`src/hdl/bb3_pkg.sv`:
```
`timescale 1ns / 1ps
// shared types and constants of the 3x3 border-average box blur
// no dependencies

package bb3_pkg;

    localparam int CFG_INDEX_BITS = 1;
    localparam int CFG_DATA_BITS  = 16;
    localparam int WIDTH_BITS     = 11;
    localparam int HEIGHT_BITS    = 16;
    localparam int ROW_BITS       = 17;
    localparam int CHAN_BITS      = 8;
    localparam int PIX_BITS       = 24;
    localparam int SUM_BITS       = 12;
    localparam int CNT_BITS       = 4;
    localparam int RECIP_BITS     = 17;
    localparam int RECIP_SHIFT    = 16;
    localparam int OP_COL_BITS    = 13;
    localparam int QUEUE_DEPTH    = 4;
    localparam int QUEUE_AW       = 2;

    localparam logic [CFG_INDEX_BITS-1:0] CFG_IMAGE_WIDTH  = 1'b0;
    localparam logic [CFG_INDEX_BITS-1:0] CFG_IMAGE_HEIGHT = 1'b1;

    localparam logic [WIDTH_BITS-1:0]  WIDTH_RESET  = 11'd1024;
    localparam logic [HEIGHT_BITS-1:0] HEIGHT_RESET = 16'd1;

    localparam logic KIND_PIXEL = 1'b0;
    localparam logic KIND_FLUSH = 1'b1;

    // one unit of work for the back end: optional line push, optional window average
    typedef struct packed {
        logic                   push;
        logic                   emit;
        logic                   last;
        logic [2:0]             row_ok;
        logic [2:0]             col_ok;
        logic [OP_COL_BITS-1:0] col;
        logic [PIX_BITS-1:0]    pix;
    } op_t;

    // ceil(2^16 / n) for every pixel count a window can have
    function automatic logic [RECIP_BITS-1:0] recip(input logic [CNT_BITS-1:0] n);
        logic [RECIP_BITS-1:0] m;
        unique case (n)
            4'd2:    m = 17'd32768;
            4'd3:    m = 17'd21846;
            4'd4:    m = 17'd16384;
            4'd6:    m = 17'd10923;
            4'd9:    m = 17'd7282;
            default: m = 17'd65536;
        endcase
        return m;
    endfunction

endpackage

```
`src/hdl/bb3_queue.sv`:
```
`timescale 1ns / 1ps
// small fifo of work units between front and back end
// depends on bb3_pkg

module bb3_queue (
    input  logic         clk,
    input  logic         rst_n,
    input  logic         wr_en,
    input  bb3_pkg::op_t wr_op,
    output logic         full,
    input  logic         rd_en,
    output bb3_pkg::op_t rd_op,
    output logic         empty
);
    import bb3_pkg::*;

    op_t                 slot_reg [QUEUE_DEPTH];
    logic [QUEUE_AW-1:0] wp_reg;
    logic [QUEUE_AW-1:0] rp_reg;
    logic [QUEUE_AW:0]   fill_reg;

    assign full  = (fill_reg == (QUEUE_AW+1)'(QUEUE_DEPTH));
    assign empty = (fill_reg == '0);
    assign rd_op = slot_reg[rp_reg];

    always_ff @(posedge clk)
    begin
        if (wr_en && !full)
        begin
            slot_reg[wp_reg] <= wr_op;
        end
    end

    always_ff @(posedge clk or negedge rst_n)
    begin
        if (!rst_n)
        begin
            wp_reg   <= '0;
            rp_reg   <= '0;
            fill_reg <= '0;
        end
        else
        begin
            if (wr_en && !full)
            begin
                wp_reg <= wp_reg + 1'b1;
            end
            if (rd_en && !empty)
            begin
                rp_reg <= rp_reg + 1'b1;
            end
            fill_reg <= fill_reg + (QUEUE_AW+1)'(wr_en && !full)
                                 - (QUEUE_AW+1)'(rd_en && !empty);
        end
    end
endmodule

```
`config.mk`:
```
export PLATFORM = sky130hd
export DESIGN_NAME = bb3_queue
export DESIGN_NICKNAME = d
export VERILOG_FILES = /design/src/hdl/bb3_pkg.sv /design/src/hdl/bb3_queue.sv
export SDC_FILE = /design/constraint.sdc
export NUM_CORES = 1
export LEC_CHECK = 0
export ABC_AREA = 1
export BUFFER_PORTS_ARGS = -buffer_cell sky130_fd_sc_hd__buf_2
export CAP_MARGIN = 20
export CORE_MARGIN = 2
export CORE_UTILIZATION = 50
export CTS_CLUSTER_SIZE = 30
export DETAILED_ROUTE_END_ITERATION = 6
export PLACE_DENSITY_LB_ADDON = 0.08
export SETUP_SLACK_MARGIN = 0.1
export SLEW_MARGIN = 10
export SYNTH_ARGS = -nofsm -noshare
export SYNTH_HDL_FRONTEND = slang
export SYNTH_SLANG_ARGS = --single-unit
export TNS_END_PERCENT = 5
```
`constraint.sdc`:
```
create_clock -name clk -period 3.91 [get_ports clk]
set_clock_uncertainty 0.15 [all_clocks]
set_input_delay 0.782 -clock clk [delete_from_list [all_inputs] [get_ports clk]]
set_output_delay 0.782 -clock clk [all_outputs]
set_load 0.005 [all_outputs]
```
==> results.md <==
- Antenna Nets Post-Route: 0
- CP Cell Sequence: inv_2 > buf_4 > nor2_1 > o21ai_0 > nand2_1 > buf_2
- Initial antenna violation count: 0
- Pin count of the biggest net entering global routing: 141
- Area leader, netlist: edfxtp_1
- Avg Cell Area, Syn: 11.97 um2
- Cts hold-fix bufs: 0
- Synth Warn #: 0
- R2r endpoint: fill_reg[2]
- Cell family with most CP delay: buffers and inverters
- Cells after synthesis: 641
- Max Clock Freq: 330.6 MHz
- Post-synthesis simple-gate area fraction: 12.79%
- Hold Violations, Final: 0
- Max Buffers Root-to-Sink: 2
- Multi-input gate area: 1567 um2
- Clock Latency Late Sink: 0.42 ns
- PwrDens: 748.4 nW/um2
- DP Wirelength: 8218 um
- Reg2reg path depth: 9
- XOR/XNOR share of the synthesized area: 0%
- Run status: completed
- Fin nets: 792
- Layout area overhead: 16.90%
- Register Area: 5704 um2
- Start of the worst register-to-register path: fill_reg[1]
- Fillcell total: 1208
- DR vias: 4652
- Root Buffer: clkbuf_16
- GR Util All Layers: 18.03%
- Fin area: 8967 um2
- Final WL: 14180 um
- Top cell type's share of synthesized area: 72.03%
- Reg2reg setup slack: 1.62 ns
- Crit end category: output port
- Wirelength per Cell: 15.14 um
- Compound-cell area share of the yosys netlist: 6.002%
- CP required: 2.98 ns
- Ratio of cells with drive above 1 in the final layout: 18.85%
- H-tree depth: 4
- Sequential element share of the synthesized area: 74.31%
- Ys async rst share: 3.665%
- Setup crit start kind: flop
- DP Area: 8347 um2
- WS Path Type: reg2out
- Core area: 15090 um2
- Syn nets: 698
- Crit path buf inv count: 3
- Worst Path Max Fanout: 39
- Post-place setup slack: 1.304 ns
- Worst hold slack: 0.02658 ns
- Pwr Total: 0.006711 W
- Initial core utilization: 50.84%
- Static Leakage: 3.639 nW
- Total negative slack: 0 ns
- Most common library cells after synthesis: edfxtp_1, nand2_1, nor2_1
- Top_reg_cell synth: edfxtp_1
- # clock sinks: 191
- Clock period minus worst slack: 3.024 ns
- Number of global-route vias before repair: 4495
- Synth area leaders: edfxtp_1, nand2_1, o21ai_0
- Most frequent cell after synthesis: edfxtp_1
- VDD IR-drop max: 0.0004308 V
- Worst EP arrival: 2.09 ns
- Hold Path Class: in2async
- Vias/cell: 4.970
- DRT Pass-1 Iters: 5
- #FFs+latches synth: 191
- CTS tree: built
- Site Rows: 45
- Number of I/O port buffers: 97
- Setup ws final: 0.8856 ns
- Slowest-stage cell, CP: inv_2
- Post-CTS Setup Repair Bufs: 0
- Number of flops mapped to enable cells by yosys: 184
- DRC: 0
- Period utilisation layout: 77.35%
- Mux share of post-synthesis cell area: 0%
- # setup viols final: 0
- TritonCTS Buffers: 17
- Total gr overflow: 0
- Synth Cell Area: 7671 um2
- Chip height: 127.9 um
- Die width: 127.9 um
- Largest stage delay, worst path: 0.53 ns
- Clock-pin slew on the worst setup and hold paths: 0.07 ns
- Full die area: 16350 um2
- CTS resizes: 0
- Pins Over Slew Limit: 0
- Worst-Margin Slew: 0.8940 ns
- RSZ-0062 raised after global routing: false
- First-pass GRT wire length: 22160 um
- Rel. slew slack: 40.31%
- Post-Synth Adder-Cell Area: 1.240%
- IO Count: 98
- Initial drt markers: 374
- Max FFs per register: 184
- Gp weighted congestion: 0.7204
- Max-cap violations: 0
- Diodes inserted: 0
- Combinational family with the most area after synthesis: simple AND/OR/NAND/NOR gates
- Yosys cell types: 17
==> layer usage <==
metal / GRT usage [%] / wire length, um / up-vias
li1: - / - / 2333
met1: 21.94 / 6197 / 2207
met2: 30.92 / 7135 / 94
met3: 4.424 / 598 / 18
met4: 7.563 / 244 / 0
met5: 0 / 0 / -
==> kinds of logic (layout without fill, tap and decap cells) <==
family | after synthesis | in the layout
AND/OR/NAND/NOR | 259 | 259
flip-flops | 191 | 191
AO/OA/AOI/OAI | 92 | 92
adder cells (fa/ha/maj) | 7 | 7
buffers and inverters | 92 | 199
==> area by class of cell <==
class	count	area share [%]
sequential	191	63.61
multi-input combinational	358	17.47
timing repair buffer	105	6.781
clock buffer	19	4.828
tap	188	2.623
inverter	62	2.595
clock inverter	13	2.093
==> metrics by stage <==
step	cells	utilization [%]
3_3_place_gp	904	55.32
5_1_grt	936	59.43
4_1_cts	936	59.43
3_5_place_dp	904	55.32
2_1_floorplan	641	-
6_report	936	59.43
==> worst max path at each step <==
| stage | to | slack, ns | depth (start not counted) | startpoint |
|---|---|---|---|---|
| after floorplan | slot_reg[0][0] | 0.45 | 2 | wr_en |
| after global placement | rd_op[0] | 1.30 | 6 | rp_reg[1] |
| after detailed placement | rd_op[0] | 1.30 | 6 | rp_reg[1] |
| after CTS | rd_op[0] | 0.82 | 6 | rp_reg[1] |
| after global routing | rd_op[20] | 0.69 | 6 | rp_reg[1] |
| final | rd_op[0] | 0.89 | 6 | rp_reg[1] |
==> power breakdown <==
group | total, W | switching (W) | leakage (nW) | internal, W
Clock | 0.00180 | 0.000726 | 0.283 | 0.00107
Sequential | 0.00279 | 0.0000971 | 1.77 | 0.00269
Combinational | 0.00212 | 0.00139 | 1.59 | 0.000738
==> placed cells by master, fill, tap and decap left out <==
master      synthesis  final
clkinv_4            0      2
nand2_1           157    157
nand3_1             4      4
clkinvlp_4          0      5
o21ai_0            86     86
inv_2               1      2
inv_1              61     60
ha_1                6      6
bufinv_16           0      4
clkbuf_16           0     17
nor2_1             97     93
buf_2               6     97
inv_6               0      1
buf_12              0      5
clkinv_1            0      1
dfrtp_4             0      1
nand3b_1            1      1
o21ai_1             6      6
fa_1                1      1
dfrtp_1             7      6
buf_4               1      3
edfxtp_1          184    184
nor2_4              0      4
clkbuf_1           11      2
Note: power is estimated with default switching activity, not from simulation.
