## config.mk

```make
export PLATFORM = sky130hd
export DESIGN_NAME = bb3_front_flat
export DESIGN_NICKNAME = d
export VERILOG_FILES = /design/src/hdl/bb3_pkg.sv /design/src/hdl/bb3_pix_if.sv /design/src/hdl/bb3_front.sv /design/src/flat_wrapper.sv
export SDC_FILE = /design/constraint.sdc
export NUM_CORES = 1
export LEC_CHECK = 0
export BUFFER_PORTS_ARGS = -buffer_cell sky130_fd_sc_hd__buf_2
export CORE_MARGIN = 10
export CORE_UTILIZATION = 35
export CTS_CLUSTER_DIAMETER = 200
export DETAILED_ROUTE_END_ITERATION = 6
export PLACE_DENSITY = 0.52
export SETUP_SLACK_MARGIN = 0.1
export SKIP_CTS_REPAIR_TIMING = 1
export SLEW_MARGIN = 15
export SYNTH_ARGS = -nofsm -noshare
export SYNTH_HDL_FRONTEND = slang
export SYNTH_SLANG_ARGS = --single-unit
```

## constraint.sdc

```tcl
create_clock -name clk -period 9.3 [get_ports clk]
set_input_delay 2.325 -clock clk [delete_from_list [all_inputs] [get_ports clk]]
set_output_delay 2.325 -clock clk [all_outputs]
set_load 0.01 [all_outputs]
```

## src/hdl/bb3_pkg.sv

```systemverilog
`timescale 1ns / 1ps
// shared types and constants of the 3x3 border-average box blur
// no dependencies

package bb3_pkg;

    localparam int CFG_INDEX_BITS = 1;
    localparam int CFG_DATA_BITS  = 16;
    localparam int WIDTH_BITS     = 11;
    localparam int HEIGHT_BITS    = 16;
    localparam int ROW_BITS       = 17;
    localparam int CHAN_BITS      = 8;
    localparam int PIX_BITS       = 24;
    localparam int SUM_BITS       = 12;
    localparam int CNT_BITS       = 4;
    localparam int RECIP_BITS     = 17;
    localparam int RECIP_SHIFT    = 16;
    localparam int OP_COL_BITS    = 13;
    localparam int QUEUE_DEPTH    = 4;
    localparam int QUEUE_AW       = 2;

    localparam logic [CFG_INDEX_BITS-1:0] CFG_IMAGE_WIDTH  = 1'b0;
    localparam logic [CFG_INDEX_BITS-1:0] CFG_IMAGE_HEIGHT = 1'b1;

    localparam logic [WIDTH_BITS-1:0]  WIDTH_RESET  = 11'd1024;
    localparam logic [HEIGHT_BITS-1:0] HEIGHT_RESET = 16'd1;

    localparam logic KIND_PIXEL = 1'b0;
    localparam logic KIND_FLUSH = 1'b1;

    // one unit of work for the back end: optional line push, optional window average
    typedef struct packed {
        logic                   push;
        logic                   emit;
        logic                   last;
        logic [2:0]             row_ok;
        logic [2:0]             col_ok;
        logic [OP_COL_BITS-1:0] col;
        logic [PIX_BITS-1:0]    pix;
    } op_t;

    // ceil(2^16 / n) for every pixel count a window can have
    function automatic logic [RECIP_BITS-1:0] recip(input logic [CNT_BITS-1:0] n);
        logic [RECIP_BITS-1:0] m;
        unique case (n)
            4'd2:    m = 17'd32768;
            4'd3:    m = 17'd21846;
            4'd4:    m = 17'd16384;
            4'd6:    m = 17'd10923;
            4'd9:    m = 17'd7282;
            default: m = 17'd65536;
        endcase
        return m;
    endfunction

endpackage

```

## src/hdl/bb3_pix_if.sv

```systemverilog
`timescale 1ns / 1ps
// input channel: valid/ready with one pixel or flush item
// depends on bb3_pkg

interface bb3_pix_if;
    import bb3_pkg::*;

    logic                 valid;
    logic                 ready;
    logic                 kind;
    logic [CHAN_BITS-1:0] red;
    logic [CHAN_BITS-1:0] green;
    logic [CHAN_BITS-1:0] blue;

    modport source (output valid, kind, red, green, blue, input ready);
    modport sink   (input valid, kind, red, green, blue, output ready);
endinterface

```

## src/hdl/bb3_front.sv

```systemverilog
`timescale 1ns / 1ps
// front end: configuration, stream position and splitting items into work units
// depends on bb3_pkg, bb3_pix_if

module bb3_front #(
    parameter int MAX_WIDTH = 1024
) (
    input  logic                                 clk,
    input  logic                                 rst_n,
    input  logic                                 cfg_wen,
    input  logic [bb3_pkg::CFG_INDEX_BITS-1:0]   cfg_index,
    input  logic [bb3_pkg::CFG_DATA_BITS-1:0]    cfg_data,
    bb3_pix_if.sink                              pix_in,
    output logic                                 enq_valid,
    output bb3_pkg::op_t                         enq_op,
    input  logic                                 enq_full
);
    import bb3_pkg::*;

    localparam int CW = (MAX_WIDTH > 1) ? $clog2(MAX_WIDTH) : 1;
    localparam int WW = $clog2(MAX_WIDTH + 1);

    typedef enum logic {F_IDLE, F_BUSY} fstate_t;

    fstate_t                state_reg;
    logic [WIDTH_BITS-1:0]  width_reg;
    logic [HEIGHT_BITS-1:0] height_reg;
    logic [CW-1:0]          col_reg;
    logic [ROW_BITS-1:0]    row_reg;
    logic                   kind_reg;
    logic [PIX_BITS-1:0]    pix_reg;
    logic                   end_done_reg;
    logic                   emitted_reg;
    logic                   second_reg;

    logic [WW-1:0]       eff_w;
    logic [ROW_BITS-1:0] eff_h;
    logic                bad, need_end, in_img, mid, c_zero, is_last, fire;
    logic                adv_done, end_done_next, emitted_now, restart, again;
    logic [CW:0]         col_inc;
    logic [CW-1:0]       col_next;
    logic [ROW_BITS-1:0] row_next;
    logic                drop;

    always_comb
    begin
        if (width_reg == '0)
            eff_w = WW'(1);
        else if (32'(width_reg) > 32'(MAX_WIDTH))
            eff_w = WW'(MAX_WIDTH);
        else
            eff_w = WW'(width_reg);
        eff_h = (height_reg == '0) ? ROW_BITS'(1) : ROW_BITS'(height_reg);
    end

    assign pix_in.ready = (state_reg == F_IDLE);
    assign drop = (pix_in.kind == KIND_PIXEL) ? (row_reg >= eff_h) : (row_reg < eff_h);

    always_comb
    begin
        c_zero   = (col_reg == '0);
        bad      = ({1'b0, row_reg} > ({1'b0, eff_h} + 1'b1));
        need_end = !end_done_reg && c_zero && (row_reg >= ROW_BITS'(2));
        in_img   = (row_reg <= eff_h);
        mid      = !c_zero && (row_reg >= ROW_BITS'(1));
        is_last = (row_reg == eff_h + 1'b1);

        enq_valid     = 1'b0;
        enq_op        = '0;
        enq_op.col    = OP_COL_BITS'(col_reg);
        enq_op.pix    = pix_reg;
        adv_done      = 1'b0;
        end_done_next = end_done_reg;
        restart       = 1'b0;

        if (state_reg == F_BUSY)
        begin
            if (bad)
            begin
                adv_done = 1'b1;
                restart  = 1'b1;
            end
            else if (need_end)
            begin
                // right-edge pixel of the row two above, window before the push
                enq_valid        = 1'b1;
                enq_op.emit      = 1'b1;
                enq_op.last      = is_last;
                enq_op.row_ok[0] = (row_reg >= ROW_BITS'(3));
                enq_op.row_ok[1] = 1'b1;
                enq_op.row_ok[2] = in_img;
                enq_op.col_ok[0] = 1'b0;
                enq_op.col_ok[1] = (32'(eff_w) >= 32'd2);
                enq_op.col_ok[2] = 1'b1;
                if (!enq_full)
                begin
                    if (in_img)
                        end_done_next = 1'b1;
                    else
                    begin
                        adv_done = 1'b1;
                        restart  = is_last;
                    end
                end
            end
            else if (in_img)
            begin
                enq_valid        = 1'b1;
                enq_op.push      = 1'b1;
                enq_op.emit      = mid;
                enq_op.row_ok[0] = (row_reg >= ROW_BITS'(2));
                enq_op.row_ok[1] = 1'b1;
                enq_op.row_ok[2] = (row_reg < eff_h);
                enq_op.col_ok[0] = (32'(col_reg) >= 32'd2);
                enq_op.col_ok[1] = 1'b1;
                enq_op.col_ok[2] = 1'b1;
                adv_done         = !enq_full;
            end
            else
            begin
                adv_done = 1'b1;
            end
        end

        fire        = enq_valid && !enq_full;
        emitted_now = emitted_reg || (fire && enq_op.emit);

        col_inc = {1'b0, col_reg} + 1'b1;
        if (restart)
        begin
            col_next = '0;
            row_next = '0;
        end
        else if (32'(col_inc) >= 32'(eff_w))
        begin
            col_next = '0;
            row_next = row_reg + 1'b1;
        end
        else
        begin
            col_next = CW'(col_inc);
            row_next = row_reg;
        end

        // a flush that produced nothing steps once more
        again = (kind_reg == KIND_FLUSH) && !emitted_now && !second_reg && (row_next >= eff_h);
    end

    always_ff @(posedge clk or negedge rst_n)
    begin
        if (!rst_n)
        begin
            state_reg    <= F_IDLE;
            width_reg    <= WIDTH_RESET;
            height_reg   <= HEIGHT_RESET;
            col_reg      <= '0;
            row_reg      <= '0;
            kind_reg     <= KIND_PIXEL;
            pix_reg      <= '0;
            end_done_reg <= 1'b0;
            emitted_reg  <= 1'b0;
            second_reg   <= 1'b0;
        end
        else
        begin
            if (cfg_wen)
            begin
                col_reg <= '0;
                row_reg <= '0;
                if (cfg_index == CFG_IMAGE_WIDTH)
                    width_reg <= WIDTH_BITS'(cfg_data);
                else
                    height_reg <= cfg_data;
            end
            unique case (state_reg)
                F_IDLE:
                begin
                    if (pix_in.valid && !drop)
                    begin
                        state_reg    <= F_BUSY;
                        kind_reg     <= pix_in.kind;
                        pix_reg      <= (pix_in.kind == KIND_PIXEL) ?
                                        {pix_in.red, pix_in.green, pix_in.blue} : '0;
                        end_done_reg <= 1'b0;
                        emitted_reg  <= 1'b0;
                        second_reg   <= 1'b0;
                    end
                end
                F_BUSY:
                begin
                    end_done_reg <= (adv_done && again) ? 1'b0 : end_done_next;
                    emitted_reg  <= emitted_now;
                    if (adv_done)
                    begin
                        col_reg <= col_next;
                        row_reg <= row_next;
                        if (again)
                        begin
                            second_reg <= 1'b1;
                        end
                        else
                        begin
                            state_reg <= F_IDLE;
                        end
                    end
                end
                default: state_reg <= F_IDLE;
            endcase
        end
    end
endmodule

```

## src/flat_wrapper.sv

```systemverilog
// flat-port wrapper written by rule: the top's interface ports become plain ports
module bb3_front_flat import bb3_pkg::*;
#(
    parameter int MAX_WIDTH = 1024
)
  (clk, rst_n, cfg_wen, cfg_index, cfg_data, enq_valid, enq_op, enq_full, pix_in_valid, pix_in_kind, pix_in_red, pix_in_green, pix_in_blue, pix_in_ready);
  bb3_pix_if pix_in_i ();
  input  logic clk;
  input  logic rst_n;
  input  logic cfg_wen;
  input  logic [bb3_pkg::CFG_INDEX_BITS-1:0] cfg_index;
  input  logic [bb3_pkg::CFG_DATA_BITS-1:0] cfg_data;
  output logic enq_valid;
  output bb3_pkg::op_t enq_op;
  input  logic enq_full;
  input wire logic [$bits(pix_in_i.valid)-1:0] pix_in_valid;
  input wire logic [$bits(pix_in_i.kind)-1:0] pix_in_kind;
  input wire logic [$bits(pix_in_i.red)-1:0] pix_in_red;
  input wire logic [$bits(pix_in_i.green)-1:0] pix_in_green;
  input wire logic [$bits(pix_in_i.blue)-1:0] pix_in_blue;
  output wire logic [$bits(pix_in_i.ready)-1:0] pix_in_ready;
  assign pix_in_i.valid = pix_in_valid;
  assign pix_in_i.kind = pix_in_kind;
  assign pix_in_i.red = pix_in_red;
  assign pix_in_i.green = pix_in_green;
  assign pix_in_i.blue = pix_in_blue;
  assign pix_in_ready = pix_in_i.ready;
  bb3_front #(.MAX_WIDTH(MAX_WIDTH)) u_core (.clk(clk), .rst_n(rst_n), .cfg_wen(cfg_wen), .cfg_index(cfg_index), .cfg_data(cfg_data), .pix_in(pix_in_i), .enq_valid(enq_valid), .enq_op(enq_op), .enq_full(enq_full));
endmodule
```

==> metrics.txt, run 1 <==
Pre-Repair DR Iteration Count 5; final core area utilization 40.8%; area of the core 17100 um^2; Die Footprint 23000 um^2; fraction of final layout cells with drive strength greater than 1 24.2%; cell taking the most area after synthesis sky130_fd_sc_hd__dfrtp_1; final antenna-violating net count 0; via/cell ratio 5.26; Hold Path Cell Cnt 1; layout-stage area growth over the synthesis result 15.0%; number of failing hold endpoints at the final stage 0; gp weighted congestion 0.880; Cell Chain, Critical Path nand3_1 -> or3_1 -> nor2_1 -> and4_1 -> and3_1 -> and3_1 -> xnor2_1 -> ha_1 -> nand4_1 -> or4_1 -> or2_1 -> a21o_1 -> nor3_1 -> buf_2; cells taking the most area after synthesis sky130_fd_sc_hd__dfrtp_1 33%, sky130_fd_sc_hd__ha_1 14%, sky130_fd_sc_hd__mux2_2 9.6%; total number of yosys warnings 0; Largest delay share family, worst path simple AND/OR/NAND/NOR gates; Row Count 48; fin crit share 75.7%; maximum number of pins on one net before global-route repair 63; die height 152 um; most common cell in the netlist sky130_fd_sc_hd__dfrtp_1; Slew HR 23.1%; actual slew at the worst max-slew pin 1.14 ns; dpl cells 928; min-delay worst type flip-flop to flip-flop; TritonCTS clock tree done; sink count of the clock tree 83; Bufs and invs on worst path 1; remaining design rule violation count 0; number of primary I/O pins 95; maximum capacitance violations 0; Via Count 4962; total global routing overflow 0; effective utilization at floorplan 35.5%; Placement Cell Area 6690 um^2; kind of end point of the critical path output port; Worst Setup Path Type flip-flop to output port; setup repair after global routing missed its margin no; count of nets after finishing 828; clock insertion delay at the later pin of the skew report 0.36 ns; crit-path max FO 8; most instantiated flip-flop cell in the synthesis netlist sky130_fd_sc_hd__dfrtp_1; number of fillers in the final layout 1748; critical-path cell with the highest stage delay sky130_fd_sc_hd__or4_1; flip-flop count of the largest register after layout 24; post-CTS clock slew at the launch and capture registers of the worst setup and hold paths 0.07 ns; Setup WS post-layout 2.26 ns; worst setup timing slack at the placement stage 2.65 ns; final setup skew 0.00808 ns; count of endpoints failing setup in the final report 0; IR Drop Worst-Case VDD 0.127 mV; global-route usage over all layers 15.0%; post-layout min period 7.04 ns; Final Slew Violations 0; leading cell types by count after synthesis 81 x sky130_fd_sc_hd__dfrtp_1, 67 x sky130_fd_sc_hd__ha_1, 52 x sky130_fd_sc_hd__mux2_2, 44 x sky130_fd_sc_hd__nor2_1, 39 x sky130_fd_sc_hd__nand2_1; drt first-iter violations 244; antenna fix cells 0; H-Tree Level Count 3; Die Wd 152 um; endpoint arrival time on the critical path 4.72 ns; total leakage power 3.45 nW; worst min-delay path endpoint u_core.pix_reg[12]; TritonCTS Buffers 9; global-route wire length before repair 27200 um; vias in the first global route 4999; most repeated library cell on the critical path sky130_fd_sc_hd__and3_1; sequential-to-total area share from yosys stat 34.3%; ys async rst share 100%; Post-Synthesis Cell Area 6070 um^2; top achievable clock speed 142 MHz; setup total negative slack 0 ns; wire per inst 17.8 um; post-DP HPWL 13200 um; worst path required time 6.98 ns; power density normalized to cell area 187 nW/um^2; post-synth cell types 64; quantity of I/O buffers inserted on ports 91; maximum number of buffers from clock root to sink 2; share of the synthesized area in the top cell type 33.4%; maximum single-stage delay on the critical path 0.60 ns; finished layout cell area 6980 um^2; Seq cells post-synth 83; start point of the worst min-delay path u_core.pix_reg[12]; Setup crit start kind flip-flop; antenna violations before repair 2; critical path depth in cells 14; worst reg2reg endpoint u_core.second_reg; final non-filler cell total 944; mean instance size in the synthesized netlist 9.63 um^2; Post-synth EDFFs 0; r2r startpoint u_core.height_reg[0]; depth of the worst register-to-register path 24; Total Wirelength 16800 um; Cells after Synth 630; worst reg-to-reg setup slack 2.76 ns; status completed; CTS root buffer sky130_fd_sc_hd__clkbuf_16
==> worst reg2reg max path, cell delays in order, from the launching register on <==
cell                        delay, ns
sky130_fd_sc_hd__dfstp_2         0.57
sky130_fd_sc_hd__nand3_1         0.13
sky130_fd_sc_hd__or3_1           0.37
sky130_fd_sc_hd__nor2_1          0.24
sky130_fd_sc_hd__and4_1          0.29
sky130_fd_sc_hd__and3_1          0.24
sky130_fd_sc_hd__nand3_1         0.09
sky130_fd_sc_hd__or4_1           0.41
sky130_fd_sc_hd__ha_1            0.34
sky130_fd_sc_hd__a21oi_1         0.17
sky130_fd_sc_hd__nand2_1         0.09
sky130_fd_sc_hd__a2111oi_0       0.37
sky130_fd_sc_hd__o22ai_1         0.20
sky130_fd_sc_hd__nand3_1         0.18
sky130_fd_sc_hd__nand2_1         0.50
sky130_fd_sc_hd__o21ba_2         0.46
sky130_fd_sc_hd__ha_1            0.23
sky130_fd_sc_hd__and3_1          0.17
sky130_fd_sc_hd__a221o_1         0.32
sky130_fd_sc_hd__a21oi_1         0.16
sky130_fd_sc_hd__o21ai_0         0.11
sky130_fd_sc_hd__a21o_1          0.18
sky130_fd_sc_hd__a31oi_1         0.31
sky130_fd_sc_hd__nor4b_2         0.10
sky130_fd_sc_hd__o21bai_1        0.20
==> logic make-up after synthesis <==
group | count (synthesis) | share of synthesized area (%)
simple gates | 231 | 20.7
compound gates | 111 | 12.6
flops | 83 | 34.3
fa+ha+maj | 68 | 14.0
mux | 52 | 9.65
buf+inv | 52 | 4.10
xor+xnor | 32 | 4.62
other cells | 1 | 0.0618
==> area by class of cell <==
cell class	count	area, um^2	area share [%]
Inverter	30	113	1.61
Tap cell	225	282	4.03
Multi-Input combinational cell	497	3750	53.7
Timing Repair Buffer	93	473	6.78
Clock buffer	9	225	3.23
Sequential cell	83	2080	29.8
Clock inverter	7	58.8	0.843
==> report_power, final <==
part / switching [W] / total [W] / internal, W
Combinational: 0.000253 / 0.000454 / 0.000201
Clock: 0.000166 / 0.000351 / 0.000185
Sequential: 0.0000627 / 0.000502 / 0.000439
==> how the worst max path moves through the flow <==
stage / from / slack, ns / endpoint
global placement: u_core.height_reg[0] / 2.73 / enq_op[40]
finish: u_core.height_reg[0] / 2.26 / enq_op[40]
CTS: u_core.height_reg[0] / 2.26 / enq_op[40]
detailed placement: u_core.height_reg[0] / 2.65 / enq_op[38]
floorplan: u_core.height_reg[0] / 2.98 / enq_op[38]
global route: u_core.height_reg[0] / 1.69 / enq_op[38]
==> metal layers <==
layer | global-route usage (%) | share of wire [%] | vias to the layer above | routed length (um)
li1 | - | - | 2452 | -
met1 | 19.9 | 46 | 2376 | 7750
met2 | 23.2 | 46 | 121 | 7720
met3 | 4.69 | 6.5 | 13 | 1090
met4 | 4.10 | 1.3 | 0 | 220
met5 | 0 | 0 | - | 0
==> per-stage QoR <==
step | total power [W] | hold slack [ns]
floorplan | 0.000803 | 0.481
finish | 0.00131 | 0.502
global route | 0.00140 | 0.523
global placement | 0.000957 | 0.484
detailed placement | 0.000966 | 0.490
CTS | 0.00133 | 0.509
==> layout by cell type (no fill, tap or decap), drive strengths merged, types with 4 or more instances in the layout <==
cell type,Yosys,layout
a21oi,28,28
nor4,10,10
nand3b,13,13
a221o,4,4
dfrtp,81,81
a22o,4,4
a21o,17,17
clkbuf,9,9
xor2,6,6
nand3,27,27
or4,5,5
nand4,14,14
nor2,46,46
nor2b,30,30
or3,6,6
and3,11,11
ha,67,67
nor3,10,10
a211oi,6,6
xnor2,26,26
o21ai,21,21
o31ai,11,11
nand2,40,40
mux2,52,52
buf,13,93
inv,30,33
(Power assumes the default switching activity.)
==> run 2, diff against run 1 <==
==> constraint.sdc (replaced) <==
create_clock -name clk -period 6.6 [get_ports clk]
set_input_delay 1.65 -clock clk [delete_from_list [all_inputs] [get_ports clk]]
set_output_delay 1.65 -clock clk [all_outputs]
set_load 0.01 [all_outputs]
==> run 2 against run 1 <==
Utilization increased by 0.30 points. Register-to-register slack lost 2.2 ns. Flip-flop and latch count did not move. Routed wire length grew 2.1%. Critical endpoint is now enq_op[43]. Largest cell class unchanged. Highest routed layer unchanged.
==> metrics.txt, run 2 (synthesized netlist as in run 1, its figures left out) <==
global-route wire length before repair 27500 um; leading cell type in the layout, fill and taps excluded sky130_fd_sc_hd__buf_2; setup total negative slack 0 ns; via/cell ratio 5.35; share of power burned in combinational logic 35.2%; Crit. Startpoint u_core.height_reg[0]; Cell Chain, Critical Path nand3_1 -> or3_1 -> nor2_4 -> and4_1 -> and3_1 -> and3_1 -> xnor2_1 -> ha_1 -> nand4_1 -> or4_1 -> or2_1 -> a21o_2 -> nor4_1 -> buf_2; Via Count 5070; sink count of the clock tree 83; remaining design rule violation count 0; quantity of I/O buffers inserted on ports 91; post-CTS clock slew at the launch and capture registers of the worst setup and hold paths 0.06 ns; maximum number of pins on one net before global-route repair 63; number of primary I/O pins 95; status completed; worst reg2reg endpoint u_core.second_reg; worst min-delay path endpoint u_core.pix_reg[20]; wire per inst 18.1 um; drt first-iter violations 262; Final Slew Violations 0; Row Count 48; vias in the first global route 5197; total leakage power 3.47 nW; start point of the worst min-delay path u_core.pix_reg[20]; area of the core 17100 um^2; worst reg-to-reg setup slack 0.60 ns; maximum capacitance violations 0; leading cell types in the layout, fill and taps excluded 90 x sky130_fd_sc_hd__buf_2, 81 x sky130_fd_sc_hd__dfrtp_1, 67 x sky130_fd_sc_hd__ha_1; switching power total 0.000687 W; Die Footprint 23000 um^2; r2r startpoint u_core.height_reg[0]; total global routing overflow 0; effective utilization at floorplan 35.5%; total power of the final layout 0.00186 W; post-DP HPWL 13500 um; power density normalized to cell area 265 nW/um^2; count of nets after finishing 830; count of endpoints failing setup in the final report 0; final setup skew 0.00990 ns; top achievable clock speed 159 MHz; clock insertion delay at the later pin of the skew report 0.36 ns; setup repair after global routing missed its margin no; fraction of power consumed by sequential logic 38.1%; depth of the worst register-to-register path 23; critical-path cell with the highest stage delay sky130_fd_sc_hd__or4_1; IR Drop Worst-Case VDD 0.155 mV; most repeated library cell on the critical path sky130_fd_sc_hd__and3_1; die height 152 um; flip-flop count of the largest register after layout 24; TritonCTS clock tree done; number of failing hold endpoints at the final stage 0; Pre-Repair DR Iteration Count 5; global-route usage over all layers 15.1%; post-layout min period 6.27 ns; min-delay worst type flip-flop to flip-flop; Internal 0.00118 W; worst path required time 4.95 ns; Die Wd 152 um; H-Tree Level Count 3; TritonCTS Buffers 9; Setup crit start kind flip-flop; maximum single-stage delay on the critical path 0.60 ns; fraction of final layout cells with drive strength greater than 1 25.0%; crit-path max FO 8; final antenna-violating net count 0; kind of end point of the critical path output port; Switching Share 36.9%; Slew HR 34.4%; maximum number of buffers from clock root to sink 2; fin crit share 95.0%; layout-stage area growth over the synthesis result 15.8%; Clk pwr share 26.7%; gp weighted congestion 0.914; CTS root buffer sky130_fd_sc_hd__clkbuf_16; actual slew at the worst max-slew pin 0.982 ns; Hold Path Cell Cnt 1; antenna violations before repair 1; Worst Setup Path Type flip-flop to output port; Total Wirelength 17100 um; endpoint arrival time on the critical path 4.62 ns
==> run 2: power by group through the flow <==
stage	Clock (W)	Combinational (W)	Sequential (W)
floorplan	0	0.000396	0.000735
global placement	0	0.000642	0.000711
detailed placement	0	0.000654	0.000715
CTS	0.000511	0.000656	0.000710
global route	0.000533	0.000728	0.000728
finish	0.000498	0.000655	0.000710
==> run 2: layer usage <==
layer	vias to the layer above	global-route usage [%]	wire (um)
met5	-	0	0
met4	0	3.62	151
met3	12	4.54	1080
met2	135	24.3	8010
met1	2466	19.4	7890
li1	2457	-	-
==> run 2: worst max path at each step <==
stage,end,cells after the start
6_report,enq_op[43],14
4_1_cts,enq_op[38],15
2_1_floorplan,enq_op[38],14
5_1_grt,enq_op[43],14
3_5_place_dp,u_core.second_reg,24
3_3_place_gp,enq_op[40],14
==> run 2: layout make-up <==
cell class / count / area (um^2)
Antenna cell: 1 / 2.50
Clock buffer: 10 / 239
Clock inverter: 6 / 47.5
Fill cell: 1743 / 10100
Inverter: 30 / 113
Multi-Input combinational cell: 497 / 3780
Sequential cell: 83 / 2080
Tap cell: 225 / 282
Timing Repair Buffer: 95 / 488
==> run 2: through the flow <==
step | cells | hold WS, ns | cell area, um^2 | setup WS, ns | util, %
finish | 947 | 0.504 | 7030 | 0.330 | 41.1
global route | 946 | 0.529 | 7030 | 0.114 | 41.1
CTS | 946 | 0.508 | 7000 | 0.227 | 40.9
detailed placement | 930 | 0.489 | 6710 | 0.534 | 39.2
global placement | 930 | 0.484 | 6710 | 0.753 | 39.2
floorplan | 632 | 0.481 | 6080 | 0.956 | -
==> run 2: critical path, delay by kind of cell, from the launching register on <==
kind                     cells  cell delay [ns]
AND/OR/NAND/NOR             10             2.74
flip-flops                   1             0.56
adder cells (fa/ha/maj)      1             0.33
AO/OA/AOI/OAI                1             0.32
buffers and inverters        1             0.21
XOR/XNOR                     1             0.10
==> run 3, diff against run 2 <==
--- a/config.mk
+++ b/config.mk
@@ -5,12 +5,13 @@
 export SDC_FILE = /design/constraint.sdc
 export NUM_CORES = 1
 export LEC_CHECK = 0
+export ABC_AREA = 1
 export BUFFER_PORTS_ARGS = -buffer_cell sky130_fd_sc_hd__buf_2
 export CORE_MARGIN = 10
 export CORE_UTILIZATION = 35
 export CTS_CLUSTER_DIAMETER = 200
 export DETAILED_ROUTE_END_ITERATION = 6
-export PLACE_DENSITY = 0.52
+export PLACE_DENSITY = 0.51
 export SETUP_SLACK_MARGIN = 0.1
 export SKIP_CTS_REPAIR_TIMING = 1
 export SLEW_MARGIN = 15
==> run 3 against run 2 <==
Utilization down 0.75 points. Critical endpoint is now enq_op[40]. Clock skew decreased by 0.0011 ns. Global-route usage rose by 0.64 points. Sequential share of layout area down 0.67 points. Largest cell class unchanged. Final cell count increased by 21%. Sequential power increased by 2%. Cell area increased by 2.3%. Worst setup slack better by 0.41 ns. Flip-flop and latch count unchanged. Die area rose by 3.5%. First-iteration DRC count grew 37%. Critical path depth increased by 10. Critical path type unchanged.
==> metrics.txt, run 3 <==
clock insertion delay at the later pin of the skew report 0.35 ns; setup total negative slack 0 ns; Seq cells post-synth 83; die height 154 um; endpoint arrival time on the critical path 4.21 ns; layout-stage area growth over the synthesis result 14.0%; number of fillers in the final layout 1886; TritonCTS Buffers 9; actual slew at the worst max-slew pin 1.06 ns; most common cell in the netlist sky130_fd_sc_hd__nand2_1; min-delay worst type flip-flop to flip-flop; worst reg2reg endpoint u_core.end_done_reg; vias in the first global route 5511; fraction of final layout cells with drive strength greater than 1 17.6%; Placement Cell Area 6890 um^2; top achievable clock speed 171 MHz; most instantiated flip-flop cell in the synthesis netlist sky130_fd_sc_hd__dfrtp_1; final core area utilization 40.3%; CTS root buffer sky130_fd_sc_hd__clkbuf_16; worst hold slack across all endpoints 0.498 ns; wire per inst 16.5 um; Total Wirelength 18800 um; cell taking the most area after synthesis sky130_fd_sc_hd__dfrtp_1; maximum number of buffers from clock root to sink 2; leading cell types by count after synthesis 208 x sky130_fd_sc_hd__nand2_1, 107 x sky130_fd_sc_hd__inv_1, 81 x sky130_fd_sc_hd__dfrtp_1, 67 x sky130_fd_sc_hd__ha_1, 64 x sky130_fd_sc_hd__nor2_1; Die Footprint 23800 um^2; Hold Path Cell Cnt 1; fraction of power consumed by sequential logic 30.4%; gp weighted congestion 0.872; number of primary I/O pins 95; global-route wire length before repair 30200 um; Pre-Repair DR Iteration Count 4; setup repair after global routing missed its margin no; Die Wd 154 um; Internal 0.00133 W; effective utilization at floorplan 35.4%; global-route usage over all layers 15.8%; TritonCTS clock tree done; Setup crit start kind flip-flop; post-synth cell types 46; leading cell type in the layout, fill and taps excluded sky130_fd_sc_hd__nand2_1; remaining design rule violation count 0; depth of the worst register-to-register path 36; share of the synthesized area in the top cell type 32.1%; Slew HR 29.2%; via/cell ratio 4.96; Compound-Gate Fraction of Synth Area 13.2%; worst reg-to-reg setup slack 1.28 ns; share of power burned in combinational logic 46.9%; proportion of synthesized area in mux cells 0%; sink count of the clock tree 83; Post-Synthesis Cell Area 6310 um^2; maximum number of pins on one net before global-route repair 46; antenna fix cells 0; post-CTS clock slew at the launch and capture registers of the worst setup and hold paths 0.07 ns; switching power total 0.00106 W; power density normalized to cell area 332 nW/um^2; start point of the worst min-delay path u_core.pix_reg[18]; worst min-delay path endpoint u_core.pix_reg[18]; dominant combinational cell family by area after synthesis simple AND/OR/NAND/NOR gates; Final Slew Violations 0; ys async rst share 100%; fraction of the mapped netlist area in simple logic gates 29.1%; Clk pwr share 22.7%; xor/xnor share of the synthesized area 1.80%; count of nets after finishing 1025; r2r startpoint u_core.height_reg[0]; count of endpoints failing setup in the final report 0; fin crit share 88.9%; post-DP HPWL 15000 um; Setup WS post-layout 0.736 ns; post-layout min period 5.86 ns; total number of yosys warnings 0; quantity of I/O buffers inserted on ports 91; mean instance size in the synthesized netlist 7.59 um^2; worst setup timing slack at the placement stage 1.14 ns; maximum capacitance violations 0; Post-synth EDFFs 0; Worst Setup Path Type flip-flop to output port; number of failing hold endpoints at the final stage 0; drt first-iter violations 358; area of the core 17800 um^2; total global routing overflow 0; sequential-to-total area share from yosys stat 33.0%; status completed; worst path required time 4.95 ns; cells taking the most area after synthesis sky130_fd_sc_hd__dfrtp_1 32%, sky130_fd_sc_hd__ha_1 13%, sky130_fd_sc_hd__nand2_1 12%; kind of end point of the critical path output port; Cells after Synth 831; flip-flop count of the largest register after layout 24; Switching Share 44.5%; total leakage power 3.91 nW; final antenna-violating net count 0; IR Drop Worst-Case VDD 0.147 mV; finished layout cell area 7190 um^2; leading cell types in the layout, fill and taps excluded 208 x sky130_fd_sc_hd__nand2_1, 107 x sky130_fd_sc_hd__inv_1, 90 x sky130_fd_sc_hd__buf_2; antenna violations before repair 0; final setup skew 0.00884 ns; adder-cell share of the synthesized area 13.3%; H-Tree Level Count 3; Via Count 5674; Row Count 49; crit-path max FO 4
## run 3: cell count changes in the layout (fill, tap and decap cells not counted), sizes merged, moves of 16 or more
cell,delta
mux2,-52
nor2b,-30
inv,+81
nand3,+24
xnor2,-26
a21o,-16
nand2,+180
a22o,+20
nor2,+34
## run 3: per-layer routing
| layer | up-vias | routed length, um | GRT usage, % |
|---|---|---|---|
| li1 | 2918 | - | - |
| met1 | 2626 | 9150 | 21.6 |
| met2 | 110 | 8600 | 24.6 |
| met3 | 20 | 751 | 2.61 |
| met4 | 0 | 343 | 4.95 |
| met5 | - | 0 | 0 |
## run 3: worst max path at each step
stage	startpoint	to	slack, ns	depth (start not counted)
after floorplan	u_core.height_reg[0]	enq_op[44]	1.66	26
after global placement	u_core.height_reg[0]	enq_op[40]	1.08	24
after detailed placement	u_core.height_reg[0]	enq_op[40]	1.14	24
after CTS	u_core.height_reg[0]	enq_op[40]	0.74	24
after global routing	u_core.height_reg[0]	enq_op[44]	0.42	25
final	u_core.height_reg[0]	enq_op[40]	0.74	24
## run 3: power groups by stage
stage                     Sequential (W)  Combinational (W)  Clock, W
after floorplan                 0.000735           0.000790         0
after global placement          0.000733            0.00114         0
after detailed placement        0.000733            0.00113         0
after CTS                       0.000725            0.00114  0.000558
after global routing            0.000741            0.00127  0.000573
final                           0.000725            0.00112  0.000542
## run 3: area by class of cell
class / count / area (um^2) / area share, %
Multi-Input combinational cell: 612 / 3630 / 50.5
Timing Repair Buffer: 92 / 465 / 6.47
Sequential cell: 83 / 2080 / 28.9
Clock inverter: 5 / 78.8 / 1.10
Tap cell: 229 / 287 / 3.98
Inverter: 113 / 424 / 5.90
Clock buffer: 10 / 229 / 3.18
## run 3: logic make-up after synthesis
group	Yosys count
AOI/OAI and AO/OA	127
xor gates and xnor gates	13
adders and majority gates	67
buffers and inverters	138
DFF	83
other	1
and+or+nand+nor	402
## run 3: per-stage QoR
step                      cells  power, W
after global routing       1144   0.00258
after global placement     1129   0.00187
after detailed placement   1129   0.00186
after floorplan             833   0.00152
final                      1144   0.00239
after CTS                  1144   0.00242
## run 3: critical path, cell delays in order (launching register included)
cell	delay (ns)
sky130_fd_sc_hd__dfstp_2	0.56
sky130_fd_sc_hd__nand2_2	0.10
sky130_fd_sc_hd__nor2_2	0.12
sky130_fd_sc_hd__nand2_2	0.08
sky130_fd_sc_hd__nor2_2	0.11
sky130_fd_sc_hd__nand2_2	0.08
sky130_fd_sc_hd__nor2_2	0.12
sky130_fd_sc_hd__nand2_2	0.08
sky130_fd_sc_hd__nor2_2	0.14
sky130_fd_sc_hd__nand3_2	0.11
sky130_fd_sc_hd__nor2_2	0.13
sky130_fd_sc_hd__nand2_2	0.08
sky130_fd_sc_hd__nand2_1	0.06
sky130_fd_sc_hd__nand2_1	0.06
sky130_fd_sc_hd__ha_1	0.29
sky130_fd_sc_hd__nand2_1	0.07
sky130_fd_sc_hd__nor2_1	0.24
sky130_fd_sc_hd__nand4_1	0.12
sky130_fd_sc_hd__nor3_1	0.23
sky130_fd_sc_hd__nand2_1	0.13
sky130_fd_sc_hd__a21oi_1	0.27
sky130_fd_sc_hd__inv_1	0.13
sky130_fd_sc_hd__nor2_1	0.23
sky130_fd_sc_hd__a32o_1	0.18
sky130_fd_sc_hd__buf_2	0.14
